<file path="config.mk">
export PLATFORM = sky130hd
export DESIGN_NAME = vbn_front
export DESIGN_NICKNAME = d
export VERILOG_FILES = /design/src/rtl/core/vbn_pkg.sv /design/src/rtl/core/vbn_front.sv
export SDC_FILE = /design/constraint.sdc
export NUM_CORES = 1
export LEC_CHECK = 0
export ABC_AREA = 1
export BUFFER_PORTS_ARGS = -buffer_cell sky130_fd_sc_hd__clkbuf_2
export CORE_MARGIN = 3
export CORE_UTILIZATION = 58
export DETAILED_ROUTE_END_ITERATION = 10
export GPL_ROUTABILITY_DRIVEN = 0
export MAX_ROUTING_LAYER = met4
export PLACE_DENSITY = 0.82
export SLEW_MARGIN = 20
export SYNTH_ARGS = -nofsm -noshare
export SYNTH_HDL_FRONTEND = slang
export SYNTH_SLANG_ARGS = --single-unit
export TNS_END_PERCENT = 10
</file>
<file path="constraint.sdc">
create_clock -name i_clk -period 12.58 [get_ports i_clk]
set_clock_uncertainty 0.05 [all_clocks]
set_input_delay 0.629 -clock i_clk [delete_from_list [all_inputs] [get_ports i_clk]]
set_output_delay 0.629 -clock i_clk [all_outputs]
set_load 0.02 [all_outputs]
</file>
<file path="src/rtl/core/vbn_pkg.sv">
// Package for the vertex bounding box normaliser: types and fixed constants.
// No dependencies.
`default_nettype none
package vbn_pkg;
    localparam int COORD_W = 32;
    localparam int AXES    = 3;
    localparam int VTX_W   = COORD_W * AXES;

    localparam logic [COORD_W-1:0] SIDE_RESET = 32'd131072;
    localparam logic [COORD_W-1:0] SAT_MAX    = 32'h7FFF_FFFF;
    localparam logic [1:0]         LAST_AXIS  = 2'd2;

    typedef logic [COORD_W-1:0] t_coord;

    typedef struct packed {
        logic [AXES-1:0][COORD_W-1:0] lo;
        logic [AXES-1:0][COORD_W-1:0] hi;
        logic [AXES-1:0]              flat;
        logic                         dropped;
    } t_job;
endpackage
`default_nettype wire

</file>
<file path="src/rtl/core/vbn_front.sv">
// Front end: accepts vertices, writes the store, tracks the box, posts a job on last.
// Depends on vbn_pkg.
`default_nettype none
module vbn_front #(
    parameter int MAX_VERTICES = 64
) (
    input  wire logic                              i_clk,
    input  wire logic                              i_rst_n,
    input  wire logic                              push,
    output logic                                   full,
    input  wire logic [vbn_pkg::COORD_W-1:0]       i_x_in,
    input  wire logic [vbn_pkg::COORD_W-1:0]       i_y_in,
    input  wire logic [vbn_pkg::COORD_W-1:0]       i_z_in,
    input  wire logic                              i_last_in,
    input  wire logic                              i_back_busy,
    input  wire logic                              i_job_pop,
    output logic                                   o_wr_en,
    output logic [$clog2(MAX_VERTICES)-1:0]        o_wr_addr,
    output logic [vbn_pkg::VTX_W-1:0]              o_wr_data,
    output logic                                   o_job_vld,
    output vbn_pkg::t_job                          o_job,
    output logic [$clog2(MAX_VERTICES+1)-1:0]      o_job_n
);
    localparam int AW = $clog2(MAX_VERTICES);
    localparam int CW = $clog2(MAX_VERTICES + 1);

    logic [CW-1:0]                                   r_count;
    logic                                            r_ovf;
    logic [vbn_pkg::AXES-1:0][vbn_pkg::COORD_W-1:0]  r_lo;
    logic [vbn_pkg::AXES-1:0][vbn_pkg::COORD_W-1:0]  r_hi;
    logic [vbn_pkg::AXES-1:0][vbn_pkg::COORD_W-1:0]  n_lo;
    logic [vbn_pkg::AXES-1:0][vbn_pkg::COORD_W-1:0]  n_hi;
    logic [vbn_pkg::AXES-1:0][vbn_pkg::COORD_W-1:0]  w_v;
    logic                                            w_acc;
    logic                                            w_room;
    logic [CW-1:0]                                   n_count;
    logic                                            n_ovf;
    logic                                            r_job_vld;

    assign full   = r_job_vld | i_back_busy;
    assign w_acc  = push & ~full;
    assign w_room = r_count < CW'(MAX_VERTICES);
    assign w_v    = {i_z_in, i_y_in, i_x_in};

    assign o_wr_en   = w_acc & w_room;
    assign o_wr_addr = r_count[AW-1:0];
    assign o_wr_data = w_v;

    always_comb begin
        for (int a = 0; a < vbn_pkg::AXES; a++) begin
            n_lo[a] = r_lo[a];
            n_hi[a] = r_hi[a];
            if (w_room) begin
                if (r_count == '0 || $signed(w_v[a]) < $signed(r_lo[a])) begin
                    n_lo[a] = w_v[a];
                end
                if (r_count == '0 || $signed(w_v[a]) > $signed(r_hi[a])) begin
                    n_hi[a] = w_v[a];
                end
            end
        end
        n_count = w_room ? r_count + CW'(1) : r_count;
        n_ovf   = r_ovf | ~w_room;
    end

    always_ff @(posedge i_clk) begin
        if (!i_rst_n) begin
            r_count   <= '0;
            r_ovf     <= 1'b0;
            r_lo      <= '0;
            r_hi      <= '0;
            r_job_vld <= 1'b0;
        end else begin
            if (i_job_pop) begin
                r_job_vld <= 1'b0;
            end
            if (w_acc) begin
                if (i_last_in) begin
                    r_count   <= '0;
                    r_ovf     <= 1'b0;
                    r_lo      <= '0;
                    r_hi      <= '0;
                    r_job_vld <= 1'b1;
                end else begin
                    r_count <= n_count;
                    r_ovf   <= n_ovf;
                    r_lo    <= n_lo;
                    r_hi    <= n_hi;
                end
            end
        end
    end

    always_ff @(posedge i_clk) begin
        if (w_acc && i_last_in) begin
            o_job.lo      <= n_lo;
            o_job.hi      <= n_hi;
            o_job.dropped <= n_ovf;
            for (int a = 0; a < vbn_pkg::AXES; a++) begin
                o_job.flat[a] <= (n_lo[a] == n_hi[a]);
            end
            o_job_n <= n_count;
        end
    end

    assign o_job_vld = r_job_vld;
endmodule
`default_nettype wire

</file>
## Yosys cells after proc, flatten, opt, wreduce, memory -nomap -nowiden

Index checks and enable logic that the tools add are counted.

| storage, ports and cells | value |
|---|---|
| register bits | 404 |
| bits of input ports | 102 |
| output and inout bits | 308 |
| word-level logic and storage cells | 63 |

| operators by class | value |
|---|---|
| add/sub/neg operators | 1 |
| order comparisons | 7 |
| eq/ne operators | 3 |
| muxes and demuxes | 20 |
| bitwise operators | 6 |
| reductions and logical operators | 8 |

Operator list:

| kind | number |
|---|---|
| $mux 32 | 12 |
| $mux 96 | 2 |
| $eq 32x32->1 | 3 |
| $gt 32x32->1 | 3 |
| $lt 32x32->1 | 3 |
| $mux 7 | 2 |
| $add 7x1->7 const B | 1 |
| $logic_not 7->1 | 1 |
| $lt 7x7->1 const B | 1 |
| $logic_or 1x1->1 | 6 |
| $mux 1 | 4 |
| $and 1x1->1 | 2 |
| $not 1->1 | 2 |
| $or 1x1->1 | 2 |
| $logic_and 1x1->1 | 1 |

## Logic depth before layout (Yosys ltp)

| depth | value |
|---|---|
| word-level depth | 5 |
| mapped depth | 30 |
| depth with buffers taken out | 28 |

## Worst setup path after synthesis

Ideal clock, no wire load.

| path | value |
|---|---|
| path type | in2reg |
| start | in i_back_busy |
| end | reg o_job[0] (netlist name), enable pin |
| setup time | 0.772 ns |
| arrival time | 9.487 ns |
| data required time | 11.758 ns |
| slack | 2.271 ns |
| stages | 4 |
| path buffers | 1 |
| path through | inv_1 > nand3_1 > clkbuf_1 > nor2_1 |

| between the ends | value |
|---|---|
| word-level cells in the longest chain between the ends | 4 |

RTL lines:

| item | line | RTL |
|---|---|---|
| start, declared | vbn_front.sv:15 | `input wire logic i_back_busy,` |
| $or 1x1->1 | vbn_front.sv:40 | `assign full = r_job_vld \| i_back_busy;` |
| $not 1->1 | vbn_front.sv:41 | `assign w_acc = push & ~full;` |
| $and 1x1->1 | vbn_front.sv:41 |  |
| $logic_and 1x1->1 | vbn_front.sv:95 | `if (w_acc && i_last_in) begin` |
| end, declared | vbn_front.sv:21 | `output vbn_pkg::t_job o_job,` |

Every way passes these cells.
A chain may end at the register's enable or synchronous reset.

==> impl_metrics.toml <==
[status]
status = "finished, final reports clean"

[clock_tree]
clk_pin_slew_worst_paths_ns = 0.06
cts_buffers = 44
post_cts_buffers = 0
clock-root-buffer = "clkbuf_16"
cts.hold.buffers_added = 0
ctsResizeCount = 0
cts_buffer_depth = 3
tritoncts = "done"
cts.sinks = 404
insertion_delay_ns = 0.58
htree_levels = 2

[setup_path]
cp-endpoint = "o_job[2]"
rrSetupSlack_ns = 8.01
required_ns = 12.96
crit_type = "flip-flop to flip-flop"
end_kind = "flip-flop"
start_kind = "flip-flop"
crit_path_start = "r_hi[59]"
cp_max_fo = 46
r2r-end = "o_job[2]"
rr_startpoint = "r_hi[59]"
rr_worst_depth = 25
cp.arrival_ns = 4.95

[min_path]
worstHoldPathType = "primary input to flip-flop"

[logic_synthesis]
syn_area_um2 = 25000
yosysMostFrequentCell = "nand2_1"
yosysTopAreaCellShare_pct = 24.4
syn_area_per_cell_um2 = 7.16
synth_warnings = 0
synth.area.top_cells = "edfxtp_1, nand2_1, dfxtp_1, ha_1, a21oi_1"
yosys_register_bits = 404
syn_nets = 3787
ys_seq_area_share_pct = 40.5
synthDistinctLibCells = 36
synth_edf_count = 203
synthFlopType = "edfxtp_1"
syn_inst = 3494
async_flop_share_pct = 0
synth_commonest_cells = "nand2_1, inv_1, a21oi_1, nand3_1, edfxtp_1"
yosys.area.top_type = "edfxtp_1"

[timing]
fin_setup_tns_ns = 0
finalMaxSlewViolations = 0
tightest_slew_ns = 1.15
rsz0062_at_grt = "no"
max_slew_margin_pct = 23.3
hold_viol_final = 0
min_period_ns = 4.57
fmax_ghz = 0.219
fin_crit_sh_pct = 36.3
setup_viol = 0

[routing]
vias = 23016
first_iter_violations = 2113
dr.pass1.iters = 6
post-route-drc-count = 0
wl_um = 66200
via_per_inst = 5.37
wl_per_cell_um = 15.4
drtAntennaViolNets = 0

[cells_and_area]
fin_util_pct = 66.2
finalInstanceArea_um2 = 28000
syn_to_final_growth_pct = 11.9
final_nets = 4006
drive_gt1_share_pct = 13.8

[global_route]
grt_pass1_vias = 21211
grt_max_degree = 112
overflow = 0
grtUsageMet3_pct = 4.16
top_usage_layer = "met2"
antenna_found_initial = 1
grt.total_usage_pct = 29.3
grt_pass1_wl_um = 106000
grt_util_met1_pct = 37.8
grt.met2_usage_pct = 47.6

[floorplan]
ios = 410
die_area_um2 = 45600
die_w_um = 214
coreArea_um2 = 42200
rows = 75
start_util_pct = 59.2
dieHeight_um = 214

[pwr]
ir_drop_mv = 0.0884
leakage_nw = 12.6
power.density_nw_per_um2 = 121

[place]
place_area_um2 = 26400
portBuffers = 409
hpwl_um = 44600

[flow_run]
cap_violations = 0
## sequential cells by signal (all words and copies together), names as in the netlist
signal	flops
o_job_n	7
r_count	7
o_job_vld	1
r_hi	96
o_job	196
r_lo	96
r_ovf	1
## worst max-delay path: stages, from the launching register on
cell     delay, ns
dfxtp_1       0.36
inv_1         0.07
ha_1          0.31
nand2_1       0.07
nor2_1        0.08
nand2_1       0.09
nor2_2        0.13
nand2_1       0.14
nor2_2        0.15
nand2_1       0.12
nand2_1       0.09
o21ai_0       0.07
nand2_1       0.06
nand2_1       0.05
nand2_2       0.62
nand2_2       0.53
buf_4         0.46
nand2_1       0.14
nand2_1       0.09
nand3_1       0.08
nand2_1       0.05
nor2_1        0.13
nand2_1       0.08
nor2_1        0.14
nand2_1       0.10
nor2_1        0.10
## area by class of cell
cell class	instances	area, um2
multi-input combinational	2467	12100
sequential	404	10100
tap	539	674
antenna	1	2.50
clock inverter	24	349
timing repair buffer	429	2200
fill	3693	14300
inverter	367	1390
clock buffer	55	1180
## cells in the final DEF (no fill, tap or decap), types with 4 or more instances in the layout
master / n
nand2_1: 1427
clkbuf_2: 409
inv_1: 361
a21oi_1: 278
nand3_1: 243
edfxtp_1: 203
dfxtp_1: 201
ha_1: 191
nor2_1: 115
o21ai_0: 98
clkbuf_16: 45
o21ai_1: 35
buf_4: 20
nand4_1: 14
nand3b_1: 14
o21a_1: 9
bufinv_16: 9
clkbuf_1: 8
nand2_2: 7
clkinv_1: 7
clkinv_2: 5
a21o_1: 4
nor3_1: 4
## layer usage
| layer | part of all wire [%] | up-vias |
|---|---|---|
| met5 | 0 | - |
| met4 | 3.3 | 0 |
| met3 | 7.7 | 133 |
| met2 | 46 | 905 |
| met1 | 43 | 10410 |
| li1 | - | 11568 |
## metrics by stage
| step | total power [mW] | std cells | setup slack (ns) | hold WS [ns] |
|---|---|---|---|---|
| 4_1_cts | 3.39 | 4285 | 8.08 | 0.280 |
| 3_5_place_dp | 2.00 | 4206 | 7.74 | 0.405 |
| 6_report | 3.37 | 4286 | 8.01 | 0.312 |
| 5_1_grt | 3.51 | 4286 | 7.56 | 0.308 |
| 2_1_floorplan | 1.87 | 3494 | 2.27 | 0.381 |
| 3_3_place_gp | 1.99 | 4206 | 7.77 | 0.395 |
## power by group
| part | internal (mW) | total [mW] | switching, mW |
|---|---|---|---|
| Clock | 0.850 | 1.39 | 0.540 |
| Combinational | 0.170 | 0.529 | 0.359 |
| Sequential | 1.43 | 1.45 | 0.0219 |
## cell families after synthesis
family,Yosys count,share of synthesized area [%]
adders and majority gates,191,9.56
xor gates and xnor gates,5,0.175
AOI/OAI and AO/OA,433,8.87
DFF,404,40.5
buffers and inverters,623,11.4
and+or+nand+nor,1838,29.5
## how the worst min path moves through the flow
stage	startpoint	end	slack, ns	cells after the start
6_report	i_rst_n	o_job_vld	0.31	2
5_1_grt	i_rst_n	o_job_vld	0.31	2
4_1_cts	i_rst_n	o_job_vld	0.28	2
3_5_place_dp	r_lo[51]	r_lo[51]	0.41	2
3_3_place_gp	r_ovf	r_ovf	0.39	2
2_1_floorplan	r_ovf	r_ovf	0.38	2
(Power assumes the default switching activity.)
