[config.mk]
export PLATFORM = sky130hd
export DESIGN_NAME = vbn_back
export DESIGN_NICKNAME = d
export VERILOG_FILES = /design/src/rtl/core/vbn_pkg.sv /design/src/rtl/core/vbn_div.sv /design/src/rtl/core/vbn_back.sv
export SDC_FILE = /design/constraint.sdc
export NUM_CORES = 2
export LEC_CHECK = 0
export ABC_AREA = 1
export BUFFER_PORTS_ARGS = -buffer_cell sky130_fd_sc_hd__buf_2
export CORE_MARGIN = 8
export CORE_UTILIZATION = 50
export CTS_BUF_LIST = sky130_fd_sc_hd__clkbuf_2 sky130_fd_sc_hd__clkbuf_4 sky130_fd_sc_hd__clkbuf_8
export CTS_CLUSTER_SIZE = 40
export DETAILED_ROUTE_END_ITERATION = 8
export PLACE_DENSITY = 0.68
export SYNTH_ARGS = -nofsm -noshare
export SYNTH_HDL_FRONTEND = slang
export SYNTH_SLANG_ARGS = --single-unit
[constraint.sdc]
create_clock -name i_clk -period 23.4 [get_ports i_clk]
set_clock_uncertainty 0.2 [all_clocks]
set_input_delay 5.85 -clock i_clk [delete_from_list [all_inputs] [get_ports i_clk]]
set_output_delay 5.85 -clock i_clk [all_outputs]
set_load 0.05 [all_outputs]
[src/rtl/core/vbn_pkg.sv]
// Package for the vertex bounding box normaliser: types and fixed constants.
// No dependencies.
`default_nettype none
package vbn_pkg;
    localparam int COORD_W = 32;
    localparam int AXES    = 3;
    localparam int VTX_W   = COORD_W * AXES;

    localparam logic [COORD_W-1:0] SIDE_RESET = 32'd131072;
    localparam logic [COORD_W-1:0] SAT_MAX    = 32'h7FFF_FFFF;
    localparam logic [1:0]         LAST_AXIS  = 2'd2;

    typedef logic [COORD_W-1:0] t_coord;

    typedef struct packed {
        logic [AXES-1:0][COORD_W-1:0] lo;
        logic [AXES-1:0][COORD_W-1:0] hi;
        logic [AXES-1:0]              flat;
        logic                         dropped;
    } t_job;
endpackage
`default_nettype wire

[src/rtl/core/vbn_div.sv]
// Restoring divider, 64 by 32 bits, one quotient bit per cycle.
// No dependencies; quotient must fit in 32 bits.
`default_nettype none
module vbn_div (
    input  wire logic        i_clk,
    input  wire logic        i_rst_n,
    input  wire logic        i_start,
    input  wire logic [63:0] i_dividend,
    input  wire logic [31:0] i_divisor,
    output logic             o_done,
    output logic [31:0]      o_quot
);
    logic [31:0] r_rem;
    logic [31:0] r_lo;
    logic [31:0] r_div;
    logic [5:0]  r_cnt;
    logic        r_done;
    logic [32:0] w_t;
    logic        w_ge;

    assign w_t  = {r_rem, r_lo[31]};
    assign w_ge = w_t >= {1'b0, r_div};

    always_ff @(posedge i_clk) begin
        if (!i_rst_n) begin
            r_cnt  <= '0;
            r_done <= 1'b0;
        end else begin
            r_done <= 1'b0;
            if (i_start) begin
                r_cnt <= 6'd32;
            end else if (r_cnt != '0) begin
                r_cnt <= r_cnt - 6'd1;
                if (r_cnt == 6'd1) begin
                    r_done <= 1'b1;
                end
            end
        end
    end

    always_ff @(posedge i_clk) begin
        if (i_start) begin
            r_rem <= i_dividend[63:32];
            r_lo  <= i_dividend[31:0];
            r_div <= i_divisor;
        end else if (r_cnt != '0) begin
            r_rem <= w_ge ? 32'(w_t - {1'b0, r_div}) : w_t[31:0];
            r_lo  <= {r_lo[30:0], w_ge};
        end
    end

    assign o_done = r_done;
    assign o_quot = r_lo;
endmodule
`default_nettype wire

[src/rtl/core/vbn_back.sv]
// Back end: sweeps the store for a posted job and maps each axis into the box.
// Depends on vbn_pkg and vbn_div.
`default_nettype none
module vbn_back #(
    parameter int MAX_VERTICES = 64
) (
    input  wire logic                              i_clk,
    input  wire logic                              i_rst_n,
    input  wire logic [vbn_pkg::COORD_W-1:0]       i_side,
    input  wire logic                              i_job_vld,
    input  wire vbn_pkg::t_job                     i_job,
    input  wire logic [$clog2(MAX_VERTICES+1)-1:0] i_job_n,
    output logic                                   o_job_pop,
    output logic                                   o_busy,
    output logic                                   o_rd_en,
    output logic [$clog2(MAX_VERTICES)-1:0]        o_rd_addr,
    input  wire logic [vbn_pkg::VTX_W-1:0]         i_rd_data,
    input  wire logic                              pop,
    output logic                                   empty,
    output logic [vbn_pkg::COORD_W-1:0]            o_x_out,
    output logic [vbn_pkg::COORD_W-1:0]            o_y_out,
    output logic [vbn_pkg::COORD_W-1:0]            o_z_out,
    output logic                                   o_last_out,
    output logic [vbn_pkg::AXES-1:0]               o_flat_axes,
    output logic                                   o_dropped
);
    localparam int AW = $clog2(MAX_VERTICES);
    localparam int CW = $clog2(MAX_VERTICES + 1);

    localparam logic [2:0] S_IDLE  = 3'd0;
    localparam logic [2:0] S_READ  = 3'd1;
    localparam logic [2:0] S_LOAD  = 3'd2;
    localparam logic [2:0] S_AXIS  = 3'd3;
    localparam logic [2:0] S_MUL   = 3'd4;
    localparam logic [2:0] S_DIVGO = 3'd5;
    localparam logic [2:0] S_DIVW  = 3'd6;
    localparam logic [2:0] S_EMIT  = 3'd7;

    logic [2:0]                                      r_state;
    logic [2:0]                                      n_state;
    vbn_pkg::t_job                                   r_info;
    logic [CW-1:0]                                   r_n;
    logic [AW-1:0]                                   r_idx;
    logic [1:0]                                      r_axis;
    logic [vbn_pkg::VTX_W-1:0]                       r_vtx;
    logic [31:0]                                     r_d;
    logic [31:0]                                     r_r;
    logic [63:0]                                     r_prod;
    logic [vbn_pkg::AXES-1:0][vbn_pkg::COORD_W-1:0]  r_res;
    logic                                            r_out_vld;
    logic [32:0]                                     w_d;
    logic [32:0]                                     w_r;
    logic [31:0]                                     w_c;
    logic [31:0]                                     w_lo;
    logic [31:0]                                     w_hi;
    logic                                            w_div_done;
    logic [31:0]                                     w_quot;
    logic [33:0]                                     w_off;
    logic [31:0]                                     w_sat;
    logic                                            w_last_v;
    logic                                            w_emit;

    assign w_c  = r_vtx[r_axis*vbn_pkg::COORD_W +: vbn_pkg::COORD_W];
    assign w_lo = r_info.lo[r_axis];
    assign w_hi = r_info.hi[r_axis];
    assign w_d  = {w_c[31], w_c} - {w_lo[31], w_lo};
    assign w_r  = {w_hi[31], w_hi} - {w_lo[31], w_lo};

    vbn_div u_div (
        .i_clk      (i_clk),
        .i_rst_n    (i_rst_n),
        .i_start    (r_state == S_DIVGO),
        .i_dividend (r_prod + {33'd0, r_r[31:1]}),
        .i_divisor  (r_r),
        .o_done     (w_div_done),
        .o_quot     (w_quot)
    );

    assign w_off = {2'b00, w_quot} - {3'b000, i_side[31:1]};
    assign w_sat = (!w_off[33] && w_off[32:31] != 2'b00) ? vbn_pkg::SAT_MAX : w_off[31:0];

    assign w_last_v = (CW'(r_idx) + CW'(1)) == r_n;
    assign w_emit   = (r_state == S_EMIT) && !r_out_vld;

    assign o_job_pop = (r_state == S_IDLE) && i_job_vld;
    assign o_busy    = r_state != S_IDLE;
    assign o_rd_en   = r_state == S_READ;
    assign o_rd_addr = r_idx;
    assign empty     = ~r_out_vld;

    always_comb begin
        n_state = r_state;
        unique case (r_state)
            S_IDLE:  if (i_job_vld) n_state = S_READ;
            S_READ:  n_state = S_LOAD;
            S_LOAD:  n_state = S_AXIS;
            S_AXIS: begin
                if (!r_info.flat[r_axis]) begin
                    n_state = S_MUL;
                end else if (r_axis == vbn_pkg::LAST_AXIS) begin
                    n_state = S_EMIT;
                end
            end
            S_MUL:   n_state = S_DIVGO;
            S_DIVGO: n_state = S_DIVW;
            S_DIVW: begin
                if (w_div_done) begin
                    n_state = (r_axis == vbn_pkg::LAST_AXIS) ? S_EMIT : S_AXIS;
                end
            end
            S_EMIT: begin
                if (!r_out_vld) begin
                    n_state = w_last_v ? S_IDLE : S_READ;
                end
            end
            default: n_state = S_IDLE;
        endcase
    end

    always_ff @(posedge i_clk) begin
        if (!i_rst_n) begin
            r_state   <= S_IDLE;
            r_out_vld <= 1'b0;
        end else begin
            r_state <= n_state;
            if (w_emit) begin
                r_out_vld <= 1'b1;
            end else if (pop) begin
                r_out_vld <= 1'b0;
            end
        end
    end

    always_ff @(posedge i_clk) begin
        if (o_job_pop) begin
            r_info <= i_job;
            r_n    <= i_job_n;
            r_idx  <= '0;
        end
        if (r_state == S_LOAD) begin
            r_vtx  <= i_rd_data;
            r_axis <= '0;
        end
        if (r_state == S_AXIS) begin
            r_d <= w_d[31:0];
            r_r <= w_r[31:0];
            if (r_info.flat[r_axis]) begin
                r_res[r_axis] <= '0;
                r_axis        <= r_axis + 2'd1;
            end
        end
        if (r_state == S_MUL) begin
            r_prod <= r_d * i_side;
        end
        if (r_state == S_DIVW && w_div_done) begin
            r_res[r_axis] <= w_sat;
            r_axis        <= r_axis + 2'd1;
        end
        if (w_emit) begin
            o_x_out     <= r_res[0];
            o_y_out     <= r_res[1];
            o_z_out     <= r_res[2];
            o_last_out  <= w_last_v;
            o_flat_axes <= r_info.flat;
            o_dropped   <= r_info.dropped;
            r_idx       <= r_idx + AW'(1);
        end
    end
endmodule
`default_nettype wire

# [After elaboration in Yosys (flattened, before gate mapping)]
# Index checks and enable logic that the tools add are counted.
[word_totals] output_inout_bits=111 reg_bits=739
[op_classes] n_bitwise=5 muxes=37 n_eq_ne=14 reduce_logical=17 magnitude_cmp=3 n_shift=1 n_mul=1 addsub=9
[op_table] operator="32-bit two-way mux" count=9
[op_table] operator="96-bit two-way mux" count=3
[op_table] operator="32-bit binary-select mux with 2-bit select" count=2
[op_table] operator="96-bit AND" count=1
[op_table] operator="96-bit bitwise mux" count=1
[op_table] operator="96-bit inverter" count=1
[op_table] operator="96-bit by 8-bit variable part select with 32-bit output" count=1
[op_table] operator="32-bit subtractor" count=3
[op_table] operator="64-bit by 31-bit adder with 64-bit output" count=1
[op_table] operator="32-bit demux with 2-bit select" count=1
[op_table] operator="32-bit by 32-bit multiplier with 64-bit output" count=1
[op_table] operator="33-bit by 32-bit greater-or-equal comparator with 1-bit output" count=1
[op_table] operator="32-bit by 31-bit subtractor with 33-bit output" count=1
[op_table] operator="6-bit two-way mux" count=4
[op_table] operator="3-bit case mux with 8 select lines" count=1
[op_table] operator="3-bit two-way mux" count=6
[op_table] operator="3-bit equality test (second input constant)" count=4
[op_table] operator="2-bit two-way mux" count=4
[op_table] operator="2-bit nonzero test" count=4
[op_table] operator="6-bit by 1-bit adder with 7-bit output (second input constant)" count=1
[op_table] operator="7-bit equality test" count=1
[op_table] operator="6-bit by 1-bit adder with 6-bit output (second input constant)" count=1
[op_table] operator="3-bit by 2-bit equality test with 1-bit output (second input constant)" count=2
[op_table] operator="6-bit by 1-bit equality test with 1-bit output (second input constant)" count=1
[op_table] operator="20 further kinds" count=32

# [Logic depth before layout (Yosys ltp)]
[depth] word_depth=10 depth_mapped=31 mapped_depth_nobuf=29

# [Cells and area by module]
# Synthesis repeated with hierarchy kept, for this count alone.
[hier_totals] cells_unflattened=8983 area_unflattened_um2=73960.9
[modules_own_cells] module="vbn_back" cells_each=7989 area_each_um2=66750.3 n_inst=1 seq_area_each_um2=18077.3
[modules_own_cells] module="vbn_div" cells_each=994 area_each_um2=7210.7 n_inst=1 seq_area_each_um2=3022.9

# [Least setup slack after synthesis]
# OpenSTA, ideal clock, no wires.
[synth_timing] kind="input port to output port" from="input port i_job_vld" to="output port o_job_pop" path_slack_ps=2474 arrival_ps=14876 path_buffers=0 stages=2 path_cell_list="inv_1 > nor2_1"
[synth_between] elab_chain_len=1
[synth_rtl] item="start, declared" line="vbn_back.sv:10" source="input wire logic i_job_vld,"
[synth_rtl] item="1-bit logical AND" line="vbn_back.sv:85" source="assign o_job_pop = (r_state == S_IDLE) && i_job_vld;"
[synth_rtl] item="end, declared" line="vbn_back.sv:13" source="output logic o_job_pop,"
# Every way passes these cells.

# [Final worst setup path]
[layout_timing] from="input port i_side[24] (netlist name)" to="register r_prod[41], data pin"
[layout_between] elab_chain_len=1
[layout_rtl] item="start, declared" line="vbn_back.sv:9" source="input wire logic [vbn_pkg::COORD_W-1:0] i_side,"
[layout_rtl] item="32-bit by 32-bit multiplier with 64-bit output" line="vbn_back.sv:153" source="r_prod <= r_d * i_side;"
[layout_rtl] item="end signal, assigned" line="vbn_back.sv:153"
[layout_rtl] item="end, declared" line="vbn_back.sv:48" source="logic [63:0] r_prod;"
# Every way passes these cells.
# A chain may end at the register's enable or synchronous reset.

==> flow_summary.yaml <==
critical_path:
  critical_path.slowest_cell: "buf_2"
  critPathKind: "primary input to register"
  path_delay_family: "adder cells"
  crit_path_max_fanout: 33
  r2r_start: "r_d[10]"
  reg2reg_depth: 21
  cp_slowest_stage_delay_ns: 0.95
  critPathLaunchType: "primary input"
  path_cells: "buf_2 -> nand2_1 -> fa_1 -> inv_1 -> fa_1 -> inv_1 -> fa_1 -> inv_1 -> fa_1 -> fa_1 -> fa_1 -> fa_1 -> fa_1 -> ha_1 -> a21oi_1 -> o21ai_0 -> a21oi_1 -> o21ai_0 -> inv_1 -> nand3_1 -> xor2_1"
  cp-end-kind: "register"
  cp.required_ns: 23.80
  r2r-end: "r_prod[41]"
  arrival_ns: 13.22
  path_buf_inv: 5
  rrSetupSlack_ns: 15.19
  crit_top_cell: "fa_1"
synthesis:
  synth_area_mm2: 0.07484
  ys_warn_count: 0
  synthCells: 9256
  yosysSeqAreaShare_pct: 28.19
  synth_edf_count: 630
  avgSynthCellArea_um2: 8.086
  async_reset_ff_share_pct: 0
  synth_flop_cell: "edfxtp_1"
  syn_nets: 10917
  ys_types: 52
  synth-seq-cells: 739
drt:
  dr.pass1.iters: 8
  vias_per_cell: 5.298
  routed_wl_um: 245400
  drt_iter0_markers: 5267
  post_drt_wl_per_cell_um: 21.12
  postRouteAntennaNets: 0
  vias: 61557
  drc: 0
timing:
  hold_ws_ns: 0.2170
  rsz0062_at_grt: "no"
  max_freq_mhz: 78.00
  tightest_slew_ns: 1.313
  drv_slew: 0
  min_period_ns: 12.82
  setup_violations: 0
  slew_headroom_pct: 12.48
  finalSetupTns_ns: 0
  hold_viol: 0
  period_share_pct: 54.79
status:
  status: "finished, final reports clean"
min_path:
  hold_start: "r_res[30]"
  hold_class: "register to register"
  whs_path_depth: 0
  whs_endpoint: "o_x_out[30]"
floorplanning:
  rows: 142
  coreArea_mm2: 0.1492
  initial_core_util_pct: 50.15
  fp.dieH_um: 402.9
  fp.dieW_um: 402.9
  dieArea_mm2: 0.1623
  io_pins: 446
clock_tree:
  cts-root-buf: "clkbuf_8"
  clock_latency_ns: 0.88
  numCtsBuffers: 119
  post_cts_buffers: 0
  cts_sinks: 739
  tritoncts: "built"
  clockBufferDepth: 3
  path_clk_slew_ns: 0.07
  htreeDepth: 3
  postCtsHoldBufs: 0
  cts_resized: 0
grt:
  grt.total_usage_pct: 30.01
  grt_overflow: 0
  grt_max_degree: 85
  antenna_found_initial: 13
  grt_pass1_wl_um: 375000
  grt_pass1_vias: 63928
final_layout:
  fillers: 13855
  syn_to_final_growth_pct: 8.738
  stdcell_area_mm2: 0.08138
  instances_no_fill: 11619
  fin_nets: 11229
  drive_gt1_share_pct: 8.737
run:
  maxCapViolCount: 0
placed_design:
  placedCellCount: 11391
  placement.io_buffers: 445
  gp_congestion: 1.017
  hpwl_um: 193700
  place_area_mm2: 0.07869
[cell families after synthesis]
logic type | after synthesis | synth area share, %
xor gates and xnor gates | 156 | 1.826
and+or+nand+nor | 3846 | 21.06
buffers and inverters | 2557 | 13.02
adders and majority gates | 1326 | 31.21
AOI/OAI and AO/OA | 632 | 4.696
DFF | 739 | 28.19
[Yosys cell counts (all sizes together), types with 34 or more instances]
cell	instances	share of area (%)
ha	425	7.1
a21oi	218	1.5
a2bb2oi	34	0.40
fa	901	24
nand3b	35	0.35
xnor2	76	0.89
nor3	40	0.28
dfxtp	109	2.9
nand4	53	0.44
xor2	80	0.94
inv	2240	11
nor2	537	2.8
nand3	395	2.7
o21ai	293	2.0
edfxtp	630	25
nand2	2754	14
clkbuf	272	1.4
buf	44	0.42
[final cells by class]
type	count	area [um^2]	share of cell area, %
well taps	1944	2432	2.989
multi-input cells	5960	44050	54.12
inverters	2241	8413	10.34
clock inverters	64	703.2	0.8640
clock buffers	161	1984	2.438
diodes	3	7.507	0.009225
repair buffers	507	2693	3.309
flip-flops and latches	739	21100	25.93
[worst register-to-register path: stages, from the launching register on]
cell and delay, ns:
edfxtp_1 0.80, buf_4 0.56, nand2_1 0.12, inv_1 0.11, fa_1 0.42, fa_1 0.51, inv_1 0.05, fa_1 0.45
fa_1 0.50, fa_1 0.54, inv_1 0.06, fa_1 0.50, fa_1 0.43, fa_1 0.52, ha_1 0.45, nand2_1 0.13
nor2_1 0.27, nand2_1 0.18, nor3_1 0.39, nand3_1 0.14, nand3_1 0.21, xor2_1 0.41
[routing by layer]
| layer | global-route usage, % | vias to the layer above | wire length [um] |
|---|---|---|---|
| met5 | 0 | - | 48 |
| met4 | 13.27 | 6 | 12950 |
| met3 | 6.148 | 644 | 21550 |
| met2 | 49.78 | 2956 | 114000 |
| met1 | 38.09 | 29508 | 96800 |
| li1 | - | 28443 | - |
[placed cells by master, fill, tap and decap left out, drive strengths merged, types with 109 or more instances in the layout]
cell / netlist / routed
dfxtp: 109 / 109
o21ai: 293 / 293
nand3: 395 / 395
nor2: 537 / 537
inv: 2240 / 2243
nand2: 2754 / 2754
a21oi: 218 / 218
edfxtp: 630 / 630
buf: 44 / 507
clkbuf: 272 / 161
ha: 425 / 425
fa: 901 / 901
[state kept, by name (all words and copies together), names as in the netlist]
| register | flops |
|---|---|
| r_state | 3 |
| o_last_out | 1 |
| u_div.r_cnt | 6 |
| o_flat_axes | 3 |
| u_div.o_quot | 32 |
| o_rd_addr | 6 |
| o_dropped | 1 |
| r_vtx | 96 |
| o_z_out | 32 |
| r_d | 32 |
| r_n | 7 |
| o_y_out | 32 |
| r_res | 96 |
| r_out_vld | 1 |
| r_prod | 64 |
| u_div.r_div | 32 |
| o_x_out | 32 |
| u_div.r_rem | 32 |
| r_info | 196 |
| r_axis | 2 |
| u_div.o_done | 1 |
| r_r | 32 |
[worst max-delay path by stage]
stage | start | endpoint | slack [ns] | cells past startpoint
final | i_side[24] | r_prod[41] | 10.58 | 21
after global routing | i_side[24] | r_prod[41] | 10.51 | 21
after CTS | i_job_vld | o_job_pop | 10.74 | 4
after detailed placement | i_side[24] | r_prod[41] | 9.82 | 21
after global placement | i_side[24] | r_prod[41] | 9.88 | 21
after floorplan | i_job_vld | o_job_pop | 2.47 | 2
[through the flow]
stage | utilization [%] | setup WS [ns]
finish | 54.53 | 10.58
global route | 54.53 | 10.51
CTS | 54.53 | 10.74
detailed placement | 52.72 | 9.825
global placement | 52.72 | 9.881
floorplan | - | 2.474
Power is left out: the tool's default activity adds up to more than one toggle a clock period on the data nets, which glitch-free logic cannot reach.
